[config.mk]
export PLATFORM = sky130hd
export DESIGN_NAME = k_group_reverse_reorder
export DESIGN_NICKNAME = d
export VERILOG_FILES = /design/src/hw/rtl/kgrr_pkg.sv /design/src/hw/rtl/kgrr_buffer.sv /design/src/hw/rtl/kgrr_ctrl.sv /design/src/hw/rtl/k_group_reverse_reorder.sv
export SDC_FILE = /design/constraint.sdc
export NUM_CORES = 1
export LEC_CHECK = 0
export ABC_AREA = 0
export BUFFER_PORTS_ARGS = -buffer_cell sky130_fd_sc_hd__clkbuf_2
export CORE_UTILIZATION = 55
export DETAILED_ROUTE_END_ITERATION = 16
export HOLD_SLACK_MARGIN = 0.08
export PLACE_DENSITY = 0.84
export SLEW_MARGIN = 5
export SYNTH_ARGS = -nofsm -noshare
export SYNTH_HDL_FRONTEND = slang
export SYNTH_SLANG_ARGS = --single-unit
[constraint.sdc]
create_clock -name clock -period 7.2 [get_ports clock]
set_input_delay 0.72 -clock clock [delete_from_list [all_inputs] [get_ports clock]]
set_output_delay 0.72 -clock clock [all_outputs]
set_load 0.01 [all_outputs]
[src/hw/rtl/kgrr_pkg.sv]
// Shared types and constants for the k-group reverse reorder block.
// Used by every module in hw/rtl; depends on nothing else.
package kgrr_pkg;

   localparam int MAX_GROUP = 16;
   localparam int IDX_W     = $clog2(MAX_GROUP);
   localparam int CNT_W     = $clog2(MAX_GROUP + 1);
   localparam int DATA_W    = 32;
   localparam int GSIZE_W   = 5;

   localparam logic [GSIZE_W-1:0] GROUP_SIZE_RESET = GSIZE_W'(2);

   typedef struct packed {
      logic signed [DATA_W-1:0] value;
      logic                     end_of_list;
   } kgrr_req_type;

   typedef struct packed {
      logic signed [DATA_W-1:0] out_value;
      logic                     run_last;
      logic                     list_last;
   } kgrr_rsp_type;

   // Buffer access from the sequencer: one write port, one read port.
   typedef struct packed {
      logic              we;
      logic [IDX_W-1:0]  waddr;
      logic [DATA_W-1:0] wdata;
      logic              re;
      logic [IDX_W-1:0]  raddr;
   } kgrr_mem_req_type;

   typedef struct packed {
      logic run_last;
      logic list_last;
   } kgrr_flags_type;

endpackage

[src/hw/rtl/kgrr_buffer.sv]
// Group buffer: MAX_GROUP x DATA_W synchronous RAM, one write and one read port.
// Read data is registered and holds while no read is issued. Uses kgrr_pkg.
module kgrr_buffer (
   input  logic                          clock,
   input  kgrr_pkg::kgrr_mem_req_type    mem_req,
   output logic [kgrr_pkg::DATA_W-1:0]   rdata
);

   logic [kgrr_pkg::DATA_W-1:0] buf_ff [kgrr_pkg::MAX_GROUP];
   logic [kgrr_pkg::DATA_W-1:0] rdata_ff;

   always_ff @(posedge clock) begin
      if (mem_req.we) begin
         buf_ff[mem_req.waddr] <= mem_req.wdata;
      end
      if (mem_req.re) begin
         rdata_ff <= buf_ff[mem_req.raddr];
      end
   end

   assign rdata = rdata_ff;

endmodule

[src/hw/rtl/kgrr_ctrl.sv]
// Sequencer: stores requests into the group buffer and walks it out when a
// group closes. Holds the group size register. Uses kgrr_pkg.
module kgrr_ctrl (
   input  logic                              clock,
   input  logic                              reset,
   input  logic                              req_valid,
   output logic                              req_ready,
   input  kgrr_pkg::kgrr_req_type            req_data,
   output logic                              rsp_valid,
   input  logic                              rsp_ready,
   output kgrr_pkg::kgrr_flags_type          rsp_flags,
   input  logic                              csr_valid,
   output logic                              csr_ready,
   input  logic [kgrr_pkg::GSIZE_W-1:0]      csr_wdata,
   output kgrr_pkg::kgrr_mem_req_type        mem_req
);

   typedef enum logic [1:0] {ST_IDLE, ST_ISSUE, ST_SHOW} state_type;

   state_type                       state_ff, state_in;
   logic [kgrr_pkg::GSIZE_W-1:0]    gsize_ff, gsize_in;
   logic [kgrr_pkg::IDX_W-1:0]      fill_ff, fill_in;
   logic [kgrr_pkg::IDX_W-1:0]      last_ff, last_in;
   logic [kgrr_pkg::IDX_W-1:0]      pos_ff, pos_in;
   logic                            rev_ff, rev_in;
   logic                            end_ff, end_in;

   logic [kgrr_pkg::CNT_W-1:0]      eff_k;
   logic [kgrr_pkg::CNT_W-1:0]      count;
   logic                            req_fire;
   logic                            rsp_fire;
   logic                            at_last;
   logic [kgrr_pkg::IDX_W-1:0]      rd_pos;

   // Zero acts as pass through, oversize saturates to the buffer depth.
   always_comb begin
      if (gsize_ff == '0) begin
         eff_k = kgrr_pkg::CNT_W'(1);
      end else if (int'(gsize_ff) > kgrr_pkg::MAX_GROUP) begin
         eff_k = kgrr_pkg::CNT_W'(kgrr_pkg::MAX_GROUP);
      end else begin
         eff_k = kgrr_pkg::CNT_W'(gsize_ff);
      end
   end

   assign req_ready = (state_ff == ST_IDLE);
   assign rsp_valid = (state_ff == ST_SHOW);
   assign csr_ready = 1'b1;
   assign req_fire  = req_valid && req_ready;
   assign rsp_fire  = rsp_valid && rsp_ready;
   assign count     = kgrr_pkg::CNT_W'(fill_ff) + kgrr_pkg::CNT_W'(1);
   assign at_last   = (pos_ff == last_ff);

   assign rsp_flags.run_last  = at_last;
   assign rsp_flags.list_last = at_last && end_ff;

   // Position to read: first entry on issue, the following one on each take.
   assign rd_pos = (state_ff == ST_ISSUE) ? pos_ff : pos_ff + kgrr_pkg::IDX_W'(1);

   always_comb begin
      mem_req.we    = req_fire;
      mem_req.waddr = fill_ff;
      mem_req.wdata = req_data.value;
      mem_req.re    = (state_ff == ST_ISSUE) || (rsp_fire && !at_last);
      mem_req.raddr = rev_ff ? last_ff - rd_pos : rd_pos;
   end

   always_comb begin
      state_in = state_ff;
      gsize_in = gsize_ff;
      fill_in  = fill_ff;
      last_in  = last_ff;
      pos_in   = pos_ff;
      rev_in   = rev_ff;
      end_in   = end_ff;
      if (csr_valid && csr_ready) begin
         gsize_in = csr_wdata;
      end
      case (state_ff)
         ST_IDLE: begin
            if (req_fire) begin
               if (count >= eff_k || req_data.end_of_list) begin
                  // Close the group: walk it out, reversed only if full.
                  last_in  = fill_ff;
                  pos_in   = '0;
                  rev_in   = (count >= eff_k);
                  end_in   = req_data.end_of_list;
                  fill_in  = '0;
                  state_in = ST_ISSUE;
               end else begin
                  fill_in = kgrr_pkg::IDX_W'(count);
               end
            end
         end
         ST_ISSUE: begin
            state_in = ST_SHOW;
         end
         ST_SHOW: begin
            if (rsp_fire) begin
               if (at_last) begin
                  state_in = ST_IDLE;
               end else begin
                  pos_in = rd_pos;
               end
            end
         end
         default: begin
            state_in = ST_IDLE;
         end
      endcase
   end

   always_ff @(posedge clock) begin
      if (reset) begin
         state_ff <= ST_IDLE;
         gsize_ff <= kgrr_pkg::GROUP_SIZE_RESET;
         fill_ff  <= '0;
      end else begin
         state_ff <= state_in;
         gsize_ff <= gsize_in;
         fill_ff  <= fill_in;
      end
      last_ff <= last_in;
      pos_ff  <= pos_in;
      rev_ff  <= rev_in;
      end_ff  <= end_in;
   end

endmodule

[src/hw/rtl/k_group_reverse_reorder.sv]
// Top level of the k-group reverse reorder block.
// Instantiates kgrr_ctrl and kgrr_buffer; uses kgrr_pkg.
//
//   channel   ports                               direction
//   request   req_valid/req_ready/req_data        in
//   result    rsp_valid/rsp_ready/rsp_data        out
//   config    csr_valid/csr_ready/csr_wdata       in (group size)
//
// A request that does not close a group is accepted and leaves the block ready.
// A request that closes a group of n values is accepted, then the ISSUE state
// makes the first buffer read, then one result follows per cycle while
// rsp_ready is high. The single read port of the group buffer sets this pace.
// Reset clears the fill count and loads group size 2; the buffer is not cleared.
// A stalled result holds in the buffer read register; requests wait meanwhile.
module k_group_reverse_reorder (
   input  logic                          clock,
   input  logic                          reset,
   input  logic                          req_valid,
   output logic                          req_ready,
   input  kgrr_pkg::kgrr_req_type        req_data,
   output logic                          rsp_valid,
   input  logic                          rsp_ready,
   output kgrr_pkg::kgrr_rsp_type        rsp_data,
   input  logic                          csr_valid,
   output logic                          csr_ready,
   input  logic [kgrr_pkg::GSIZE_W-1:0]  csr_wdata
);

   kgrr_pkg::kgrr_mem_req_type   mem_req;
   kgrr_pkg::kgrr_flags_type     rsp_flags;
   logic [kgrr_pkg::DATA_W-1:0]  rdata;

   kgrr_ctrl u_ctrl (
      .clock     (clock),
      .reset     (reset),
      .req_valid (req_valid),
      .req_ready (req_ready),
      .req_data  (req_data),
      .rsp_valid (rsp_valid),
      .rsp_ready (rsp_ready),
      .rsp_flags (rsp_flags),
      .csr_valid (csr_valid),
      .csr_ready (csr_ready),
      .csr_wdata (csr_wdata),
      .mem_req   (mem_req)
   );

   kgrr_buffer u_buffer (
      .clock   (clock),
      .mem_req (mem_req),
      .rdata   (rdata)
   );

   assign rsp_data.out_value = rdata;
   assign rsp_data.run_last  = rsp_flags.run_last;
   assign rsp_data.list_last = rsp_flags.list_last;

   a_no_overlap: assert property (@(posedge clock) disable iff (reset)
      !(req_ready && rsp_valid))
      else $error("request taken while a result is pending");

   a_list_implies_run: assert property (@(posedge clock) disable iff (reset)
      rsp_valid |-> (!rsp_data.list_last || rsp_data.run_last))
      else $error("list_last without run_last");

   a_back_to_idle: assert property (@(posedge clock) disable iff (reset)
      (rsp_valid && rsp_ready && rsp_data.run_last) |=> (req_ready && !rsp_valid))
      else $error("not ready for requests after the last result of a run");

   a_first_read: assert property (@(posedge clock) disable iff (reset)
      (req_valid && req_ready && req_data.end_of_list) |=> (!req_ready && !rsp_valid))
      else $error("end of list did not start a buffer read");

endmodule

### After elaboration in Yosys (flattened, before gate mapping)

Memory sizes are Yosys's and may differ from the RTL's. A register that Yosys moved wholly into a read port is not among the register bits.
Index checks and enable logic that the tools add are counted.

| storage, ports and cells | value |
|---|---|
| bits in read-only memories | 0 |
| latch bits | 0 |
| memories | 1 |
| bits in registers | 21 |
| word-level logic and storage cells | 52 |
| memory bits (writable) | 512 |

| operators by class | value |
|---|---|
| shift-type cells | 0 |
| order comparisons | 2 |
| div/mod/pow operators | 0 |
| multiplexer cells | 17 |
| bitwise gates (word level) | 0 |
| add/sub/neg operators | 3 |
| equal/unequal tests | 8 |
| reductions and logical operators | 14 |
| multiply operators | 0 |

Memory list:

| name | words | width | read ports | clocked after memory_dff | write ports | line | source |
|---|---|---|---|---|---|---|---|
| u_buffer.buf_ff | 16 | 32 | 1 | 1 | 1 | kgrr_buffer.sv:9 | `logic [kgrr_pkg::DATA_W-1:0] buf_ff [kgrr_pkg::MAX_GROUP];` |

Operators by type and width:

| operator | count |
|---|---|
| 2-to-1 mux 4 bit | 7 |
| 2-to-1 mux 5 bit | 2 |
| inequality test 2 bit, second input constant | 5 |
| 2-to-1 mux 2 bit | 4 |
| one-hot mux 4 bit (2 select lines) | 1 |
| one-hot mux 2 bit (3 select lines) | 1 |
| adder 4 x 1 -> 5 bit, second input constant | 1 |
| >= comparator 5 bit | 1 |
| greater-than comparator 5 bit, second input constant | 1 |
| zero test 5 bit | 1 |
| AND reduction 5 bit | 1 |
| adder 4 x 1 -> 4 bit, second input constant | 1 |
| == test 4 bit | 1 |
| logical AND 1 bit | 4 |
| AND reduction 4 bit | 1 |
| subtractor 4 bit | 1 |
| AND reduction 3 bit | 1 |
| == test 2 x 1 -> 1 bit, second input constant | 1 |
| == test 2 bit, second input constant | 1 |
| zero test 2 bit | 1 |
| logical OR 1 bit | 2 |
| 2-to-1 mux 1 bit | 2 |
| AND reduction 2 bit | 1 |
| nonzero test 2 bit | 1 |
| zero test 1 bit | 1 |

### Depth between registers and ports, before layout

| logic depth | value |
|---|---|
| word-level depth | 8 |
| mapped depth | 14 |
| mapped depth without buffers | 11 |

### Modules after synthesis

A second synthesis with hierarchy kept.

| unflattened totals | value |
|---|---|
| cell total of the unflattened synthesis | 1006 |
| area, all modules | 21684.5 um^2 |

By module, submodules not included:

| module | instances | cells each | area each (um^2) |
|---|---|---|---|
| kgrr_buffer | 1 | 838 | 20155.6 |
| kgrr_ctrl | 1 | 168 | 1529.0 |

### Worst setup path before layout

Ideal clock, no wire load.

| timing path | value |
|---|---|
| kind | input to register |
| from | in req_valid |
| to | mem u_buffer.buf_ff[3][0] (netlist name) (enable) |
| slack | 3.348 ns |
| cell stages on the path | 4 |
| arrival time | 3.391 ns |
| data required time | 6.739 ns |
| path through | and2_1 clkbuf_1 nand2_1 nor3_1 |

| between the ends | value |
|---|---|
| cells in the longest elaborated chain, start to end | 3 |

RTL lines:

| what | line | source |
|---|---|---|
| start, declared | k_group_reverse_reorder.sv:18 | `input logic req_valid,` |
| logical AND 1 bit | kgrr_ctrl.sv:49 | `assign req_fire = req_valid && req_ready;` |
| 2-to-1 mux 1 bit | kgrr_buffer.sv:13 | `if (mem_req.we) begin` |
| 2-to-1 mux 1 bit (implied by the code) | kgrr_buffer.sv:14 | `buf_ff[mem_req.waddr] <= mem_req.wdata;` |
| end, declared | kgrr_buffer.sv:9 |  |

Every way passes these cells.

### Final worst setup path

| timing path | value |
|---|---|
| from | reg u_ctrl.state_ff[0] |
| to | reg u_buffer.rdata_ff, in the netlist u_buffer.rdata[0], read port of u_buffer.buf_ff (data pin) |

| between the ends | value |
|---|---|
| cells in the longest elaborated chain, start to end | 4 |
| elaborated cells between the ends (all ways) | 8 |
| those cells by class | add/sub: 1; eq/ne: 2; mux: 2; reduce/logical: 3 |

RTL lines:

| what | line | source |
|---|---|---|
| start, declared | kgrr_ctrl.sv:20 | `state_type state_ff, state_in;` |
| start signal, assigned | kgrr_ctrl.sv:119 | `state_ff <= state_in;` |
| == test 2 x 1 -> 1 bit * | kgrr_ctrl.sv:58 | `assign rd_pos = (state_ff == ST_ISSUE) ? pos_ff : pos_ff + kgrr_pkg::IDX_W'(1);` |
| 2-to-1 mux 4 bit * | kgrr_ctrl.sv:58 |  |
| via u_ctrl.rd_pos, one bit | kgrr_ctrl.sv:33 | `logic [kgrr_pkg::IDX_W-1:0] rd_pos;` |
| subtractor 4 bit | kgrr_ctrl.sv:65 | `mem_req.raddr = rev_ff ? last_ff - rd_pos : rd_pos;` |
| 2-to-1 mux 4 bit * | kgrr_ctrl.sv:65 |  |
| end, declared | kgrr_buffer.sv:10 | `logic [kgrr_pkg::DATA_W-1:0] rdata_ff;` |

Mark *: on every way through the listed nets, which the timed path passes. The rest lies on a longest branch.
A chain may end at the register's enable or synchronous reset.

==> run summary <==
core area - 40900 um2
Syn Area/Cell - 15.6 um2
most common cell in the netlist - edfxtp_1
CP max FO - 56
placed cell area - 23700 um2
Clk Latency, worst-skew pair - 0.58 ns
flops & latches, synth - 565
sequential power share - 0.450
end of the worst register-to-register path - u_buffer.rdata[0]
GRT Util Overall - 0.235
Area Overhead vs Synth - 11.5%
status - finished clean
reg2reg path depth - 12
clock network fraction of total power - 0.339
met3 WL - 4110 um
register clock-pin slew on the reported worst setup and hold paths - 0.06 ns
Net Sw Power - 2.36 mW
die height - 206 um
crit path DAT - 4.67 ns
gpl congestion - 0.773
wire per inst - 23.2 um
number of global-route vias before repair - 12.9k
type of the worst min-delay path - input pin to flip-flop
# DRC - 0
Post-synth EDFFs - 554
Max IR drop VDD - 0.193 mV
largest net degree at the start of global routing - 154
Lkg Pwr - 9.07 nW
Area contributors post-synth - edfxtp_1, mux2i_1, nand2_1, nand4_1, buf_12
Switching Fraction - 0.280
initial core utilization - 0.559
CP endpoint - u_buffer.rdata[0]
clock skew - 0.0235 ns
min Tclk post-route - 4.39 ns
Clock Path Buffers - 3
CP most frequent cell - mux2i_1
Max Slew Vio Count - 0
Synth top cells by count - edfxtp_1, nand2_1, mux2i_1
io pins - 80
Mapped Nets - 1523
Met2 Wirelength - 24300 um
Final Setup Violations - 0
H-tree levels - 2
Synth Instances - 1466
Logic pwr share - 0.210
area share of the largest cell type after synthesis - 0.727
via count - 12.9k
critical path class - flip-flop to flip-flop
Critical Path End Type - flip-flop
crit-path max cell delay - 0.82 ns
WP data required - 7.49 ns
met1 WL - 19100 um
worst slew pin tran - 1.10 ns
final setup TNS - 0 ns
Total Power - 8.43 mW
r2r setup slk - 2.81 ns
fmax - 228 MHz
P_int - 6.07 mW
Num CTS Buffers - 54
Power Density - 331 nW/um2
Antenna Nets Post-Route - 0
first-pass GRT wire length - 74100 um
period utilisation layout - 0.609
leading area contributor after synthesis - edfxtp_1
final WL - 49000 um
critical path's slowest cell - nand3_4
ys async rst share - 0
Clock Root Buffer - clkbuf_16
clk sinks - 565
max_cap viols - 0
nets - 1593
CTS tree - built
Synth cell types - 46
TritonRoute pass-1 iters - 5
Max-slew headroom - 0.267
DP Wirelength - 24900 um
grt total ovfl - 0
cell area after layout - 25500 um2
# hold bufs at CTS - 0
r2r startpoint - u_ctrl.state_ff[0]
DR top layer - met5
Hold Slack - 0.339 ns
sequential share of the synthesized area - 0.737
FP Rows - 74
share of cells above drive strength 1 - 0.133
count of input and output buffers - 78
Worst Setup Start Kind - flip-flop
Netlist Area Pre-Place - 22900 um2
fill count - 2817
prevailing post-synth register cell - edfxtp_1
DR vias/cell - 6.09
cell chain of the critical path - and2b_1 -> xnor2_1 -> ha_1 -> inv_1 -> fa_1 -> xor2_1 -> nand2_1 -> nand3_4 -> buf_4 -> mux2i_1 -> mux2i_1 -> mux2i_1
Final Hold Violating Endpoints - 0
RSZ-0062 raised after global routing - no
Yosys warnings - 0
post-cts resize count - 0
Worst Setup SP - u_ctrl.state_ff[0]
starting DRC count in detailed routing - 1478
die area - 42400 um2
initial antenna violation count - 2
die span in x - 206 um
buffers inserted by post-CTS timing repair - 0
-- per-stage QoR --
step,cells,utilization,worst slack (ns)
after CTS,2113,0.623,2.83
after detailed placement,2012,0.579,2.99
after global placement,2012,0.579,3.22
after floorplan,1466,-,3.35
final,2115,0.623,2.81
after global routing,2114,0.623,2.67
-- cells by family (layout without fill, tap and decap cells) --
group / after synthesis / in the layout / synth area share
flops: 565 / 565 / 0.737
simple gates: 491 / 491 / 0.100
mux: 260 / 260 / 0.114
buf+inv: 101 / 216 / 0.0292
compound gates: 21 / 21 / 0.00684
fa+ha+maj: 14 / 14 / 0.00798
xor+xnor: 13 / 13 / 0.00530
other cells: 1 / 3 / 0.000164
-- power groups by stage --
stage / sequential [mW] / combinational [mW] / clock (mW)
after floorplan: 3.87 / 1.35 / 0
after global placement: 3.86 / 1.67 / 0
after detailed placement: 3.87 / 1.74 / 0
after CTS: 3.80 / 1.77 / 2.89
after global routing: 3.80 / 1.90 / 3.01
final: 3.80 / 1.77 / 2.86
-- flip-flops by register name, summed over array words and instances, names as in the netlist --
| register | flops |
|---|---|
| u_ctrl.rev_ff | 1 |
| u_ctrl.last_ff | 4 |
| u_ctrl.pos_ff | 4 |
| u_ctrl.end_ff | 1 |
| u_ctrl.state_ff | 2 |
| u_buffer.buf_ff | 512 |
| u_buffer.rdata | 32 |
| u_ctrl.gsize_ff | 5 |
| u_ctrl.fill_ff | 4 |
-- placed cells by master (no fill, tap or decap), drive strengths merged, types with 2 or more instances in the layout --
| cell | count |
|---|---|
| nor2b | 3 |
| nand4 | 130 |
| xnor2 | 4 |
| a21boi | 2 |
| and2 | 3 |
| nor2 | 28 |
| a21oi | 5 |
| nand3b | 2 |
| buf | 26 |
| clkinv | 28 |
| mux2i | 260 |
| dfxtp | 11 |
| clkbuf | 138 |
| a211o | 2 |
| nor3 | 6 |
| nand2 | 272 |
| and3 | 2 |
| xor2 | 9 |
| ha | 13 |
| nand2b | 6 |
| bufinv | 8 |
| inv | 15 |
| o21ai | 4 |
| nand3 | 34 |
| diode | 2 |
| edfxtp | 554 |
-- cell type report --
| cell class | count | area, um2 | area share |
|---|---|---|---|
| Antenna cell | 2 | 5.00 | 0.000196 |
| Clock buffer | 60 | 1400 | 0.0547 |
| Clock inverter | 41 | 405 | 0.0159 |
| Inverter | 11 | 41.3 | 0.00162 |
| Multi-Input combinational cell | 800 | 5540 | 0.217 |
| Sequential cell | 565 | 16900 | 0.661 |
| Tap cell | 532 | 666 | 0.0261 |
| Timing Repair Buffer | 104 | 598 | 0.0234 |
-- per-layer routing --
metal	global-route usage	vias up
met2	0.393	708
met3	0.0345	119
met1	0.313	6358
met4	0.0872	2
met5	0	-
li1	-	5703
-- how the worst min path moves through the flow --
stage                             from            endpoint  slack, ns  cells after the start
finish                     req_data[0]       u_ctrl.end_ff       0.34                      1
global route               req_data[0]       u_ctrl.end_ff       0.32                      1
CTS                        req_data[0]       u_ctrl.end_ff       0.32                      1
detailed placement  u_ctrl.gsize_ff[0]  u_ctrl.gsize_ff[0]       0.49                      2
global placement    u_ctrl.gsize_ff[0]  u_ctrl.gsize_ff[0]       0.48                      2
floorplan            u_ctrl.fill_ff[3]   u_ctrl.last_ff[3]       0.42                      0
-- critical path: cells and delay by family, from the launching register on --
family,cells,cell delay [ns]
fa+ha+maj,2,0.60
xor+xnor,2,0.30
mux,3,0.68
flops,1,0.45
buf+inv,2,0.78
simple gates,3,1.21
Note: power is estimated with default switching activity, not from simulation.
